$ cat config.mk
export PLATFORM = sky130hd
export DESIGN_NAME = char_lcd_controller_registers_top_flat
export DESIGN_NICKNAME = d
export VERILOG_FILES = /design/src/hw/rtl/lcdr_pkg.sv /design/src/hw/rtl/lcdr_if.sv /design/src/hw/rtl/lcdr_ram.sv /design/src/hw/rtl/char_lcd_controller_registers_top.sv /design/src/flat_wrapper.sv
export SDC_FILE = /design/constraint.sdc
export NUM_CORES = 2
export LEC_CHECK = 0
export BUFFER_PORTS_ARGS = -buffer_cell sky130_fd_sc_hd__buf_2
export CORE_MARGIN = 2
export CORE_UTILIZATION = 40
export CTS_BUF_LIST = sky130_fd_sc_hd__clkbuf_8
export CTS_CLUSTER_SIZE = 24
export DETAILED_ROUTE_END_ITERATION = 8
export MAX_ROUTING_LAYER = met4
export PLACE_DENSITY = 0.54
export SLEW_MARGIN = 25
export SYNTH_ARGS = -nofsm -noshare
export SYNTH_HDL_FRONTEND = slang
export SYNTH_SLANG_ARGS = --single-unit
$ cat constraint.sdc
create_clock -name clk -period 7.85 [get_ports clk]
set_input_delay 0 -clock clk [delete_from_list [all_inputs] [get_ports clk]]
set_output_delay 0 -clock clk [all_outputs]
set_load 0.01 [all_outputs]
$ cat src/hw/rtl/lcdr_pkg.sv
package lcdr_pkg;

  // Store geometry
  localparam int DISPLAY_DEPTH = 80;
  localparam int GLYPH_DEPTH   = 64;
  localparam int DISP_AW       = $clog2(DISPLAY_DEPTH);
  localparam int GLYPH_AW      = $clog2(GLYPH_DEPTH);
  localparam int AC_W          = 7;

  // Mode flag bit positions
  localparam int FLAG_DISPLAY = 0;
  localparam int FLAG_CURSOR  = 1;
  localparam int FLAG_BLINK   = 2;
  localparam int FLAG_TWO     = 3;
  localparam int FLAG_TALL    = 4;

  localparam logic [7:0]      SPACE_CHAR   = 8'h20;
  localparam logic [AC_W-1:0] LINE1_LAST   = 7'h27;
  localparam logic [7:0]      LINE2_ADJ    = 8'h18;
  localparam logic [7:0]      LINE2_BASE   = 8'h40;
  localparam logic [8:0]      LIMIT_TWO    = 9'd40;
  localparam logic [8:0]      LIMIT_ONE    = 9'd80;

  localparam logic       ACT_READ  = 1'b0;
  localparam logic       ACT_WRITE = 1'b1;
  localparam logic [1:0] REG_INSTR = 2'd0;
  localparam logic [1:0] REG_DATA  = 2'd1;

  typedef enum logic [2:0] {
    S_IDLE,
    S_EXEC,
    S_STEP,
    S_FETCH,
    S_LOAD,
    S_DONE
  } state_t;

  typedef enum logic [3:0] {
    CMD_NONE,
    CMD_CLEAR,
    CMD_HOME,
    CMD_ENTRY,
    CMD_ONOFF,
    CMD_SHIFT,
    CMD_FUNC,
    CMD_CGRAM,
    CMD_DDRAM
  } cmd_t;

  // Command is set by the highest set bit of the instruction byte
  function automatic cmd_t decode_cmd(logic [7:0] v);
    cmd_t c;
    priority if (v[7]) c = CMD_DDRAM;
    else if (v[6])     c = CMD_CGRAM;
    else if (v[5])     c = CMD_FUNC;
    else if (v[4])     c = CMD_SHIFT;
    else if (v[3])     c = CMD_ONOFF;
    else if (v[2])     c = CMD_ENTRY;
    else if (v[1])     c = CMD_HOME;
    else if (v[0])     c = CMD_CLEAR;
    else               c = CMD_NONE;
    return c;
  endfunction

endpackage

$ cat src/hw/rtl/lcdr_if.sv
interface lcdr_req_if;
  logic       valid;
  logic       ready;
  logic       action;
  logic [1:0] register_address;
  logic [7:0] write_data;

  modport source (output valid, action, register_address, write_data, input ready);
  modport sink   (input valid, action, register_address, write_data, output ready);
endinterface

interface lcdr_rsp_if;
  logic              valid;
  logic              ready;
  logic [7:0]        read_data;
  logic              bus_error;
  logic              display_on;
  logic              cursor_on;
  logic              blink_on;
  logic              two_line_mode;
  logic              tall_font;
  logic signed [7:0] view_offset;

  modport source (output valid, read_data, bus_error, display_on, cursor_on, blink_on,
                  two_line_mode, tall_font, view_offset, input ready);
  modport sink   (input valid, read_data, bus_error, display_on, cursor_on, blink_on,
                  two_line_mode, tall_font, view_offset, output ready);
endinterface

$ cat src/hw/rtl/lcdr_ram.sv
module lcdr_ram #(
  parameter int WIDTH = 8,
  parameter int DEPTH = 64
) (
  input  logic                     clk,
  input  logic                     we,
  input  logic [$clog2(DEPTH)-1:0] wr_addr,
  input  logic [WIDTH-1:0]         wr_data,
  input  logic                     re,
  input  logic [$clog2(DEPTH)-1:0] rd_addr,
  output logic [WIDTH-1:0]         rd_data
);

  logic [WIDTH-1:0] mem [DEPTH];

  always_ff @(posedge clk) begin
    if (we) begin
      mem[wr_addr] <= wr_data;
    end
    if (re) begin
      rd_data <= mem[rd_addr];
    end
  end

endmodule

$ cat src/hw/rtl/char_lcd_controller_registers_top.sv
// Character LCD controller, register side.
// req channel: one bus access per request (action 0 read / 1 write,
//   register_address 0 instruction/address, 1 data, 2-3 unmapped,
//   write_data). Accepted when req.valid && req.ready.
// rsp channel: exactly one result per request: read_data, bus_error and
//   the mode flags and view offset as they stand after the access.
// Timing: ready only in the idle state; after the accept edge the request
//   steps through these states before its result is registered on rsp:
//     unmapped, status read, most instructions EXEC, DONE
//     data write ............................. EXEC, STEP, DONE
//     display/glyph address set .............. EXEC, FETCH, LOAD, DONE
//     data read .............................. EXEC, STEP, FETCH, LOAD, DONE
//   One pass of the shared +/-1 wrap unit per cycle, plus a registered RAM
//   read for refilling the data latch. Back in idle as the result is
//   registered; no new request is taken before the last one is through.
// A stalled rsp holds its result in the output register; the next request
//   is still accepted and then waits in its final state for the register.
// Reset (rst, sync, active high): display store reads as spaces, glyph
//   store as zero (per-entry valid bits, no clearing pass); counter, latches,
//   flags and offset cleared. Clear-display drops the display valid bits too.
module char_lcd_controller_registers_top (
  input logic         clk,
  input logic         rst,
  lcdr_req_if.sink    req,
  lcdr_rsp_if.source  rsp
);

  lcdr_pkg::state_t state, state_next;

  // captured request
  logic       act_q;
  logic [1:0] reg_q;
  logic [7:0] wd_q;

  // architectural state
  logic [lcdr_pkg::AC_W-1:0]        address_counter;
  logic [7:0]                       data_latch;
  logic [7:0]                       instruction_latch;
  logic                             step_down;
  logic                             shift_with_write;
  logic                             glyph_select;
  logic signed [7:0]                shift_amount;
  logic [4:0]                       mode_flags;
  logic [lcdr_pkg::DISPLAY_DEPTH-1:0] disp_valid;
  logic [lcdr_pkg::GLYPH_DEPTH-1:0]   glyph_valid;

  // per-request scratch
  logic [7:0] rd_q;
  logic       err_q;
  logic       fetch_valid;
  logic       fetch_glyph;

  // decode of the captured request
  lcdr_pkg::cmd_t cmd;
  logic is_err, is_read, is_instr, is_data_rd, is_data_wr, is_instr_wr;
  logic [lcdr_pkg::DISP_AW-1:0]  disp_idx;
  logic [lcdr_pkg::GLYPH_AW-1:0] glyph_idx;

  assign cmd         = lcdr_pkg::decode_cmd(wd_q);
  assign is_err      = reg_q[1];
  assign is_read     = (act_q == lcdr_pkg::ACT_READ);
  assign is_instr    = (reg_q == lcdr_pkg::REG_INSTR);
  assign is_data_rd  = !is_err && is_read && (reg_q == lcdr_pkg::REG_DATA);
  assign is_data_wr  = !is_err && !is_read && (reg_q == lcdr_pkg::REG_DATA);
  assign is_instr_wr = !is_err && !is_read && is_instr;
  assign disp_idx    = address_counter[lcdr_pkg::DISP_AW-1:0];
  assign glyph_idx   = address_counter[lcdr_pkg::GLYPH_AW-1:0];

  // ---------------------------------------------------------------------
  // Shared +/-1 wrap unit: counter steps and view offset moves
  // ---------------------------------------------------------------------
  logic              u_ofs, u_down;
  logic signed [8:0] u_op, u_bound, u_sum, u_res;

  always_comb begin
    u_bound = u_ofs ? (mode_flags[lcdr_pkg::FLAG_TWO] ? $signed(lcdr_pkg::LIMIT_TWO)
                                                       : $signed(lcdr_pkg::LIMIT_ONE))
                    : (glyph_select ? 9'(lcdr_pkg::GLYPH_DEPTH)
                                    : 9'(lcdr_pkg::DISPLAY_DEPTH));
    u_op  = u_ofs ? {shift_amount[7], shift_amount} : {2'b00, address_counter};
    u_sum = u_down ? u_op - 9'sd1 : u_op + 9'sd1;
    priority if (!u_down) begin
      u_res = (u_sum >= u_bound) ? '0 : u_sum;
    end else if (u_ofs) begin
      u_res = (u_sum <= -u_bound) ? '0 : u_sum;
    end else begin
      u_res = (u_op == 9'sd0 || u_op > u_bound) ? u_bound - 9'sd1 : u_sum;
    end
  end

  // address register read-back and address-set targets
  logic [7:0]                ac_read;
  logic [7:0]                dd_raw;
  logic [lcdr_pkg::AC_W-1:0] dd_addr, cg_addr;

  always_comb begin
    if (mode_flags[lcdr_pkg::FLAG_TWO] && !glyph_select &&
        address_counter > lcdr_pkg::LINE1_LAST) begin
      ac_read = {1'b0, address_counter} + lcdr_pkg::LINE2_ADJ;
    end else begin
      ac_read = {1'b0, address_counter};
    end
    dd_raw = {1'b0, wd_q[6:0]};
    if (mode_flags[lcdr_pkg::FLAG_TWO] && dd_raw >= lcdr_pkg::LINE2_BASE) begin
      dd_raw = dd_raw - lcdr_pkg::LINE2_ADJ;
    end
    dd_addr = (dd_raw >= 8'(lcdr_pkg::DISPLAY_DEPTH)) ? '0 : dd_raw[lcdr_pkg::AC_W-1:0];
    cg_addr = ({2'b00, wd_q[5:0]} >= 8'(lcdr_pkg::GLYPH_DEPTH)) ? '0 : {1'b0, wd_q[5:0]};
  end

  // ---------------------------------------------------------------------
  // Sequencer: next state
  // ---------------------------------------------------------------------
  logic rsp_free;
  assign rsp_free = !rsp.valid || rsp.ready;

  always_comb begin
    state_next = state;
    unique case (state)
      lcdr_pkg::S_IDLE: begin
        if (req.valid) state_next = lcdr_pkg::S_EXEC;
      end
      lcdr_pkg::S_EXEC: begin
        if (is_data_rd || is_data_wr) begin
          state_next = lcdr_pkg::S_STEP;
        end else if (is_instr_wr &&
                     (cmd == lcdr_pkg::CMD_CGRAM || cmd == lcdr_pkg::CMD_DDRAM)) begin
          state_next = lcdr_pkg::S_FETCH;
        end else begin
          state_next = lcdr_pkg::S_DONE;
        end
      end
      lcdr_pkg::S_STEP: begin
        state_next = is_data_rd ? lcdr_pkg::S_FETCH : lcdr_pkg::S_DONE;
      end
      lcdr_pkg::S_FETCH: state_next = lcdr_pkg::S_LOAD;
      lcdr_pkg::S_LOAD:  state_next = lcdr_pkg::S_DONE;
      lcdr_pkg::S_DONE: begin
        if (rsp_free) state_next = lcdr_pkg::S_IDLE;
      end
      default: state_next = lcdr_pkg::S_IDLE;
    endcase
  end

  // ---------------------------------------------------------------------
  // Sequencer: control outputs
  // ---------------------------------------------------------------------
  logic disp_we, glyph_we, ram_re;

  always_comb begin
    req.ready = 1'b0;
    u_ofs     = 1'b0;
    u_down    = step_down;
    disp_we   = 1'b0;
    glyph_we  = 1'b0;
    ram_re    = 1'b0;
    unique case (state)
      lcdr_pkg::S_IDLE: req.ready = 1'b1;
      lcdr_pkg::S_EXEC: begin
        if (is_instr_wr && cmd == lcdr_pkg::CMD_SHIFT) begin
          // 00 cursor left, 01 cursor right, 10 view up, 11 view down
          u_ofs  = wd_q[3];
          u_down = wd_q[3] ? wd_q[2] : !wd_q[2];
        end else if (is_data_wr) begin
          u_ofs    = 1'b1;
          u_down   = step_down;
          disp_we  = !glyph_select;
          glyph_we = glyph_select;
        end
      end
      lcdr_pkg::S_FETCH: ram_re = 1'b1;
      lcdr_pkg::S_STEP, lcdr_pkg::S_LOAD, lcdr_pkg::S_DONE: ;
      default: ;
    endcase
  end

  // ---------------------------------------------------------------------
  // Stores
  // ---------------------------------------------------------------------
  logic [7:0] disp_q, glyph_q;

  lcdr_ram #(.WIDTH(8), .DEPTH(lcdr_pkg::DISPLAY_DEPTH)) u_disp_ram (
    .clk     (clk),
    .we      (disp_we),
    .wr_addr (disp_idx),
    .wr_data (wd_q),
    .re      (ram_re),
    .rd_addr (disp_idx),
    .rd_data (disp_q)
  );

  lcdr_ram #(.WIDTH(8), .DEPTH(lcdr_pkg::GLYPH_DEPTH)) u_glyph_ram (
    .clk     (clk),
    .we      (glyph_we),
    .wr_addr (glyph_idx),
    .wr_data (wd_q),
    .re      (ram_re),
    .rd_addr (glyph_idx),
    .rd_data (glyph_q)
  );

  // ---------------------------------------------------------------------
  // Datapath registers
  // ---------------------------------------------------------------------
  always_ff @(posedge clk) begin
    if (req.valid && req.ready) begin
      act_q <= req.action;
      reg_q <= req.register_address;
      wd_q  <= req.write_data;
    end
    if (state == lcdr_pkg::S_FETCH) begin
      fetch_valid <= glyph_select ? glyph_valid[glyph_idx] : disp_valid[disp_idx];
      fetch_glyph <= glyph_select;
    end
    if (state == lcdr_pkg::S_EXEC) begin
      err_q <= is_err;
      if (!is_err && is_read) begin
        rd_q <= is_instr ? ac_read : data_latch;
      end else begin
        rd_q <= '0;
      end
    end
  end

  always_ff @(posedge clk) begin
    if (rst) begin
      state             <= lcdr_pkg::S_IDLE;
      address_counter   <= '0;
      data_latch        <= '0;
      instruction_latch <= '0;
      step_down         <= 1'b0;
      shift_with_write  <= 1'b0;
      glyph_select      <= 1'b0;
      shift_amount      <= '0;
      mode_flags        <= '0;
      disp_valid        <= '0;
      glyph_valid       <= '0;
      rsp.valid         <= 1'b0;
    end else begin
      state <= state_next;

      unique case (state)
        lcdr_pkg::S_EXEC: begin
          if (is_instr_wr) begin
            instruction_latch <= wd_q;
            unique case (cmd)
              lcdr_pkg::CMD_CLEAR: begin
                disp_valid      <= '0;
                address_counter <= '0;
                step_down       <= 1'b0;
                glyph_select    <= 1'b0;
                shift_amount    <= '0;
              end
              lcdr_pkg::CMD_HOME: begin
                address_counter <= '0;
                glyph_select    <= 1'b0;
                shift_amount    <= '0;
              end
              lcdr_pkg::CMD_ENTRY: begin
                shift_with_write <= wd_q[0];
                step_down        <= !wd_q[1];
              end
              lcdr_pkg::CMD_ONOFF: begin
                mode_flags[lcdr_pkg::FLAG_DISPLAY] <= wd_q[2];
                mode_flags[lcdr_pkg::FLAG_CURSOR]  <= wd_q[1];
                mode_flags[lcdr_pkg::FLAG_BLINK]   <= wd_q[0];
              end
              lcdr_pkg::CMD_SHIFT: begin
                if (u_ofs) shift_amount <= u_res[7:0];
                else       address_counter <= u_res[lcdr_pkg::AC_W-1:0];
              end
              lcdr_pkg::CMD_FUNC: begin
                mode_flags[lcdr_pkg::FLAG_TWO]  <= wd_q[3];
                mode_flags[lcdr_pkg::FLAG_TALL] <= wd_q[2];
              end
              lcdr_pkg::CMD_CGRAM: begin
                address_counter <= cg_addr;
                glyph_select    <= 1'b1;
              end
              lcdr_pkg::CMD_DDRAM: begin
                address_counter <= dd_addr;
                glyph_select    <= 1'b0;
              end
              lcdr_pkg::CMD_NONE: ;
              default: ;
            endcase
          end else if (is_data_wr) begin
            data_latch <= wd_q;
            if (glyph_select) begin
              glyph_valid[glyph_idx] <= 1'b1;
            end else begin
              disp_valid[disp_idx] <= 1'b1;
              if (shift_with_write) shift_amount <= u_res[7:0];
            end
          end
        end
        lcdr_pkg::S_STEP: address_counter <= u_res[lcdr_pkg::AC_W-1:0];
        lcdr_pkg::S_LOAD: begin
          if (fetch_glyph) data_latch <= fetch_valid ? glyph_q : 8'h00;
          else             data_latch <= fetch_valid ? disp_q : lcdr_pkg::SPACE_CHAR;
        end
        lcdr_pkg::S_IDLE, lcdr_pkg::S_FETCH, lcdr_pkg::S_DONE: ;
        default: ;
      endcase

      if (state == lcdr_pkg::S_DONE && rsp_free) begin
        rsp.valid <= 1'b1;
      end else if (rsp.ready) begin
        rsp.valid <= 1'b0;
      end
    end
  end

  // result register
  always_ff @(posedge clk) begin
    if (state == lcdr_pkg::S_DONE && rsp_free) begin
      rsp.read_data     <= rd_q;
      rsp.bus_error     <= err_q;
      rsp.display_on    <= mode_flags[lcdr_pkg::FLAG_DISPLAY];
      rsp.cursor_on     <= mode_flags[lcdr_pkg::FLAG_CURSOR];
      rsp.blink_on      <= mode_flags[lcdr_pkg::FLAG_BLINK];
      rsp.two_line_mode <= mode_flags[lcdr_pkg::FLAG_TWO];
      rsp.tall_font     <= mode_flags[lcdr_pkg::FLAG_TALL];
      rsp.view_offset   <= shift_amount;
    end
  end

`ifndef SYNTH
  // counter never leaves the selected store
  a_ac_bound: assert property (@(posedge clk) disable iff (rst)
    ({1'b0, address_counter} < (glyph_select ? 8'(lcdr_pkg::GLYPH_DEPTH)
                                             : 8'(lcdr_pkg::DISPLAY_DEPTH))))
    else $error("address counter out of range");

  // view offset stays strictly inside +/-80
  a_ofs_range: assert property (@(posedge clk) disable iff (rst)
    (shift_amount > -8'sd80 && shift_amount < 8'sd80))
    else $error("view offset out of range");

  // an accepted request always starts execution next cycle
  a_accept_exec: assert property (@(posedge clk) disable iff (rst)
    (req.valid && req.ready) |=> (state == lcdr_pkg::S_EXEC))
    else $error("accepted request not executed");

  // a new result only appears out of the final state
  a_rsp_src: assert property (@(posedge clk) disable iff (rst)
    $rose(rsp.valid) |-> $past(state == lcdr_pkg::S_DONE))
    else $error("result without finished request");
`endif

endmodule
$ cat src/flat_wrapper.sv
// flat-port wrapper written by rule: the top's interface ports become plain ports
module char_lcd_controller_registers_top_flat 
  (clk, rst, req_valid, req_action, req_register_address, req_write_data, req_ready, rsp_valid, rsp_read_data, rsp_bus_error, rsp_display_on, rsp_cursor_on, rsp_blink_on, rsp_two_line_mode, rsp_tall_font, rsp_view_offset, rsp_ready);
  lcdr_req_if req_i ();
  lcdr_rsp_if rsp_i ();
  input logic clk;
  input logic rst;
  input wire logic [$bits(req_i.valid)-1:0] req_valid;
  input wire logic [$bits(req_i.action)-1:0] req_action;
  input wire logic [$bits(req_i.register_address)-1:0] req_register_address;
  input wire logic [$bits(req_i.write_data)-1:0] req_write_data;
  output wire logic [$bits(req_i.ready)-1:0] req_ready;
  output wire logic [$bits(rsp_i.valid)-1:0] rsp_valid;
  output wire logic [$bits(rsp_i.read_data)-1:0] rsp_read_data;
  output wire logic [$bits(rsp_i.bus_error)-1:0] rsp_bus_error;
  output wire logic [$bits(rsp_i.display_on)-1:0] rsp_display_on;
  output wire logic [$bits(rsp_i.cursor_on)-1:0] rsp_cursor_on;
  output wire logic [$bits(rsp_i.blink_on)-1:0] rsp_blink_on;
  output wire logic [$bits(rsp_i.two_line_mode)-1:0] rsp_two_line_mode;
  output wire logic [$bits(rsp_i.tall_font)-1:0] rsp_tall_font;
  output wire logic [$bits(rsp_i.view_offset)-1:0] rsp_view_offset;
  input wire logic [$bits(rsp_i.ready)-1:0] rsp_ready;
  assign req_i.valid = req_valid;
  assign req_i.action = req_action;
  assign req_i.register_address = req_register_address;
  assign req_i.write_data = req_write_data;
  assign req_ready = req_i.ready;
  assign rsp_valid = rsp_i.valid;
  assign rsp_read_data = rsp_i.read_data;
  assign rsp_bus_error = rsp_i.bus_error;
  assign rsp_display_on = rsp_i.display_on;
  assign rsp_cursor_on = rsp_i.cursor_on;
  assign rsp_blink_on = rsp_i.blink_on;
  assign rsp_two_line_mode = rsp_i.two_line_mode;
  assign rsp_tall_font = rsp_i.tall_font;
  assign rsp_view_offset = rsp_i.view_offset;
  assign rsp_i.ready = rsp_ready;
  char_lcd_controller_registers_top u_core (.clk(clk), .rst(rst), .req(req_i), .rsp(rsp_i));
endmodule
==> metrics.csv <==
metric;value;unit
vias after detailed routing;33564;
# setup viols final;0;
Syn Std Cell Area;53070;sq um
die extent in y;368.3;um
Tcrit/Tclk final;85.16;%
Total Wirelength;165200;um
Area growth, synth to finish;13.15;%
Core Area;131600;sq um
hpwl dp;95830;um
Max Cap Viol;0;
WL/cell;29.38;um
clk slew on worst S/H paths;0.06;ns
status;finished clean;
most common cell in the netlist;edfxtp_1;
clock sink count;1391;
Critical R2R Launch;u_core.wd_q[4];
R2R depth;24;
pwr dens;256.7;nW/um^2
die footprint;135600;sq um
Setup crit end kind;flop;
RD Place Congestion;0.8621;
Setup TNS;0;ns
mean post-synth cell area;15.02;sq um
H-tree level count;4;
FF-to-FF End;u_core.address_counter[4];
remaining global-route overflow;0;
FF-to-FF setup slack;1.17;ns
CP Class;reg2reg;
Max-slew headroom;26.43;%
DR iter-0 viols;4137;
worst vdd ir;0.1335;mV
Ys Warns;0;
Synth area leader;edfxtp_1;
Leak Pwr;18.98;nW
CTS tree;done;
# port buffers;38;
#FFs+latches synth;1391;
min-delay src;req_valid;
Post-DRT Antenna Nets;0;
Area contributors post-synth;edfxtp_1, dfxtp_1, a22oi_1;
Mapped Cells;3534;
hold endpoint;u_core.state[0];
worst-margin pin slew;1.099;ns
Commonest cells post-synth;edfxtp_1, nor2_1, a22oi_1;
Post-CTS Resized;0;
cts hold-fix bufs;29;
asr flop ratio synth;0;%
Final Skew;0.04023;ns
vias in the first global route;32554;
drt pass-1 iters;6;
Cells on Worst Hold Path;5;
initial core utilization;40.32;%
Data required, critical path;8.68;ns
row count;133;
layout cell share with drive strength beyond 1;13.43;%
critical path fanouts, max;36;
sequential share of the synthesized area;75.33;%
area share of the largest cell type after synthesis;68.57;%
first-pass GRT wire length;237000;um
hold crit path type;in2reg;
Overall Global Routing Usage;24.72;%
Final Critical Period;6.685;ns
CP Launch Type;flop;
Num CTS Buffers;219;
Slew Limit Fails;0;
via/cell ratio;5.969;
DR DRC count;0;
Yosys cell types;82;
final hold vios;0;
Max Clk Rate;0.1496;GHz
postcts setup bufs;0;
RSZ-0062 raised after global routing;no;
initial antenna violation count;5;
crit path DAT;7.51;ns
largest net degree at the start of global routing;114;
IO Pins;39;
Post-synth EDFFs;1212;
clock root buffer master;clkbuf_8;
Final Net Count;3722;
Max clock buf depth;3;
Chip Width;368.3;um
fin cells;5623;
Clock Latency Late Sink;0.94;ns
Most used DFF post-synth;edfxtp_1;
placed cell count;5182;
==> worst max path at each step <==
stage,from,cells after the start,slack (ns),to
2_1_floorplan,u_core.wd_q[3],24,0.49,u_core.address_counter[4]
3_3_place_gp,u_core.wd_q[4],24,1.29,u_core.address_counter[0]
3_5_place_dp,u_core.wd_q[4],24,1.29,u_core.address_counter[0]
4_1_cts,u_core.wd_q[4],24,1.28,u_core.address_counter[0]
5_1_grt,u_core.wd_q[4],24,0.75,u_core.address_counter[1]
6_report,u_core.wd_q[4],24,1.17,u_core.address_counter[4]
==> placed cells by master, fill, tap and decap left out, drive strengths merged, types with 8 or more instances in the layout <==
cell type,n
nand4,65
a21o,11
o211ai,10
or3,8
mux4,10
a31oi,77
a21oi,176
nand2b,13
clkbuf,248
a211oi,14
mux2i,39
nor2b,13
clkinv,42
ha,29
dfxtp,179
inv,129
a32o,8
nand2,97
mux2,26
a22o,85
nor2,451
o21ai,52
a221oi,99
a2111oi,9
buf,122
edfxtp,1212
a22oi,397
nor3,20
nor4,12
nand3,42
and2,22
dlygate4sd3,29
==> metal layers <==
layer	wire [um]	global-route usage, %	vias up
met4	4148	7.465	0
met1	70330	33.84	17213
met2	76610	37.41	1675
met3	14090	4.799	283
met5	0	-	-
li1	-	-	14393
==> flip-flops by register name, indices dropped and copies added, names as in the netlist, 64 cells and up <==
signal and flops:
u_core.u_glyph_ram.mem 512, u_core.glyph_valid 64, u_core.disp_valid 80, u_core.u_disp_ram.mem 640
==> kinds of logic after synthesis <==
logic type,count (synthesis),share of synthesized area [%]
mux,75,1.712
compound gates,1004,13.73
other cells,1,0.007066
flops,1391,75.33
xor+xnor,9,0.1485
simple gates,771,6.500
buf+inv,253,1.860
fa+ha+maj,30,0.7214
==> critical path, cell delays in order (launching register included) <==
cell and delay, ns:
edfxtp_1 0.33, buf_4 0.35, inv_1 0.15, ha_1 0.27
a221o_1 0.33, o31ai_1 0.76, nand2_4 0.27, ha_1 0.45
a21o_1 0.21, a21o_1 0.18, a21o_1 0.18, and2_1 0.22
or3_1 0.39, a21oi_1 0.21, xnor2_1 0.14, ha_1 0.36
nand3_1 0.10, nor3_1 0.06, a21oi_1 0.16, nor3_1 0.09
a2111oi_4 0.36, a311oi_2 0.14, o311ai_4 0.43, nor3_2 0.10
a2111oi_2 0.34
==> per-stage QoR <==
stage	worst slack [ns]	hold WS (ns)	total power, mW	util, %	cell area, sq um
after detailed placement	1.288	0.2277	9.506	42.08	55390
final	1.165	0.1429	15.41	45.62	60050
after global routing	0.7539	0.1265	15.88	45.62	60050
after floorplan	0.4924	0.09887	8.979	-	53080
after global placement	1.292	0.2280	9.500	42.04	55340
after CTS	1.281	0.04867	15.47	45.57	59990
==> final cells by class <==
type                    count  area (sq um)
clock inverters           160         897.1
repair buffers            151          1180
well taps                1755          2196
inverters                  23         86.33
fillers                 11632         71580
flip-flops and latches   1391         39990
clock buffers             248          3413
diodes                      4         10.01
multi-input cells        1891         12280
==> power breakdown <==
group	total [mW]	internal (mW)	switching, mW
clock network	6.03	3.10	2.94
registers	8.19	8.15	0.0376
logic	1.19	0.305	0.885
total	15.4	11.6	3.86
No activity file was read; power rests on OpenSTA's default activity.
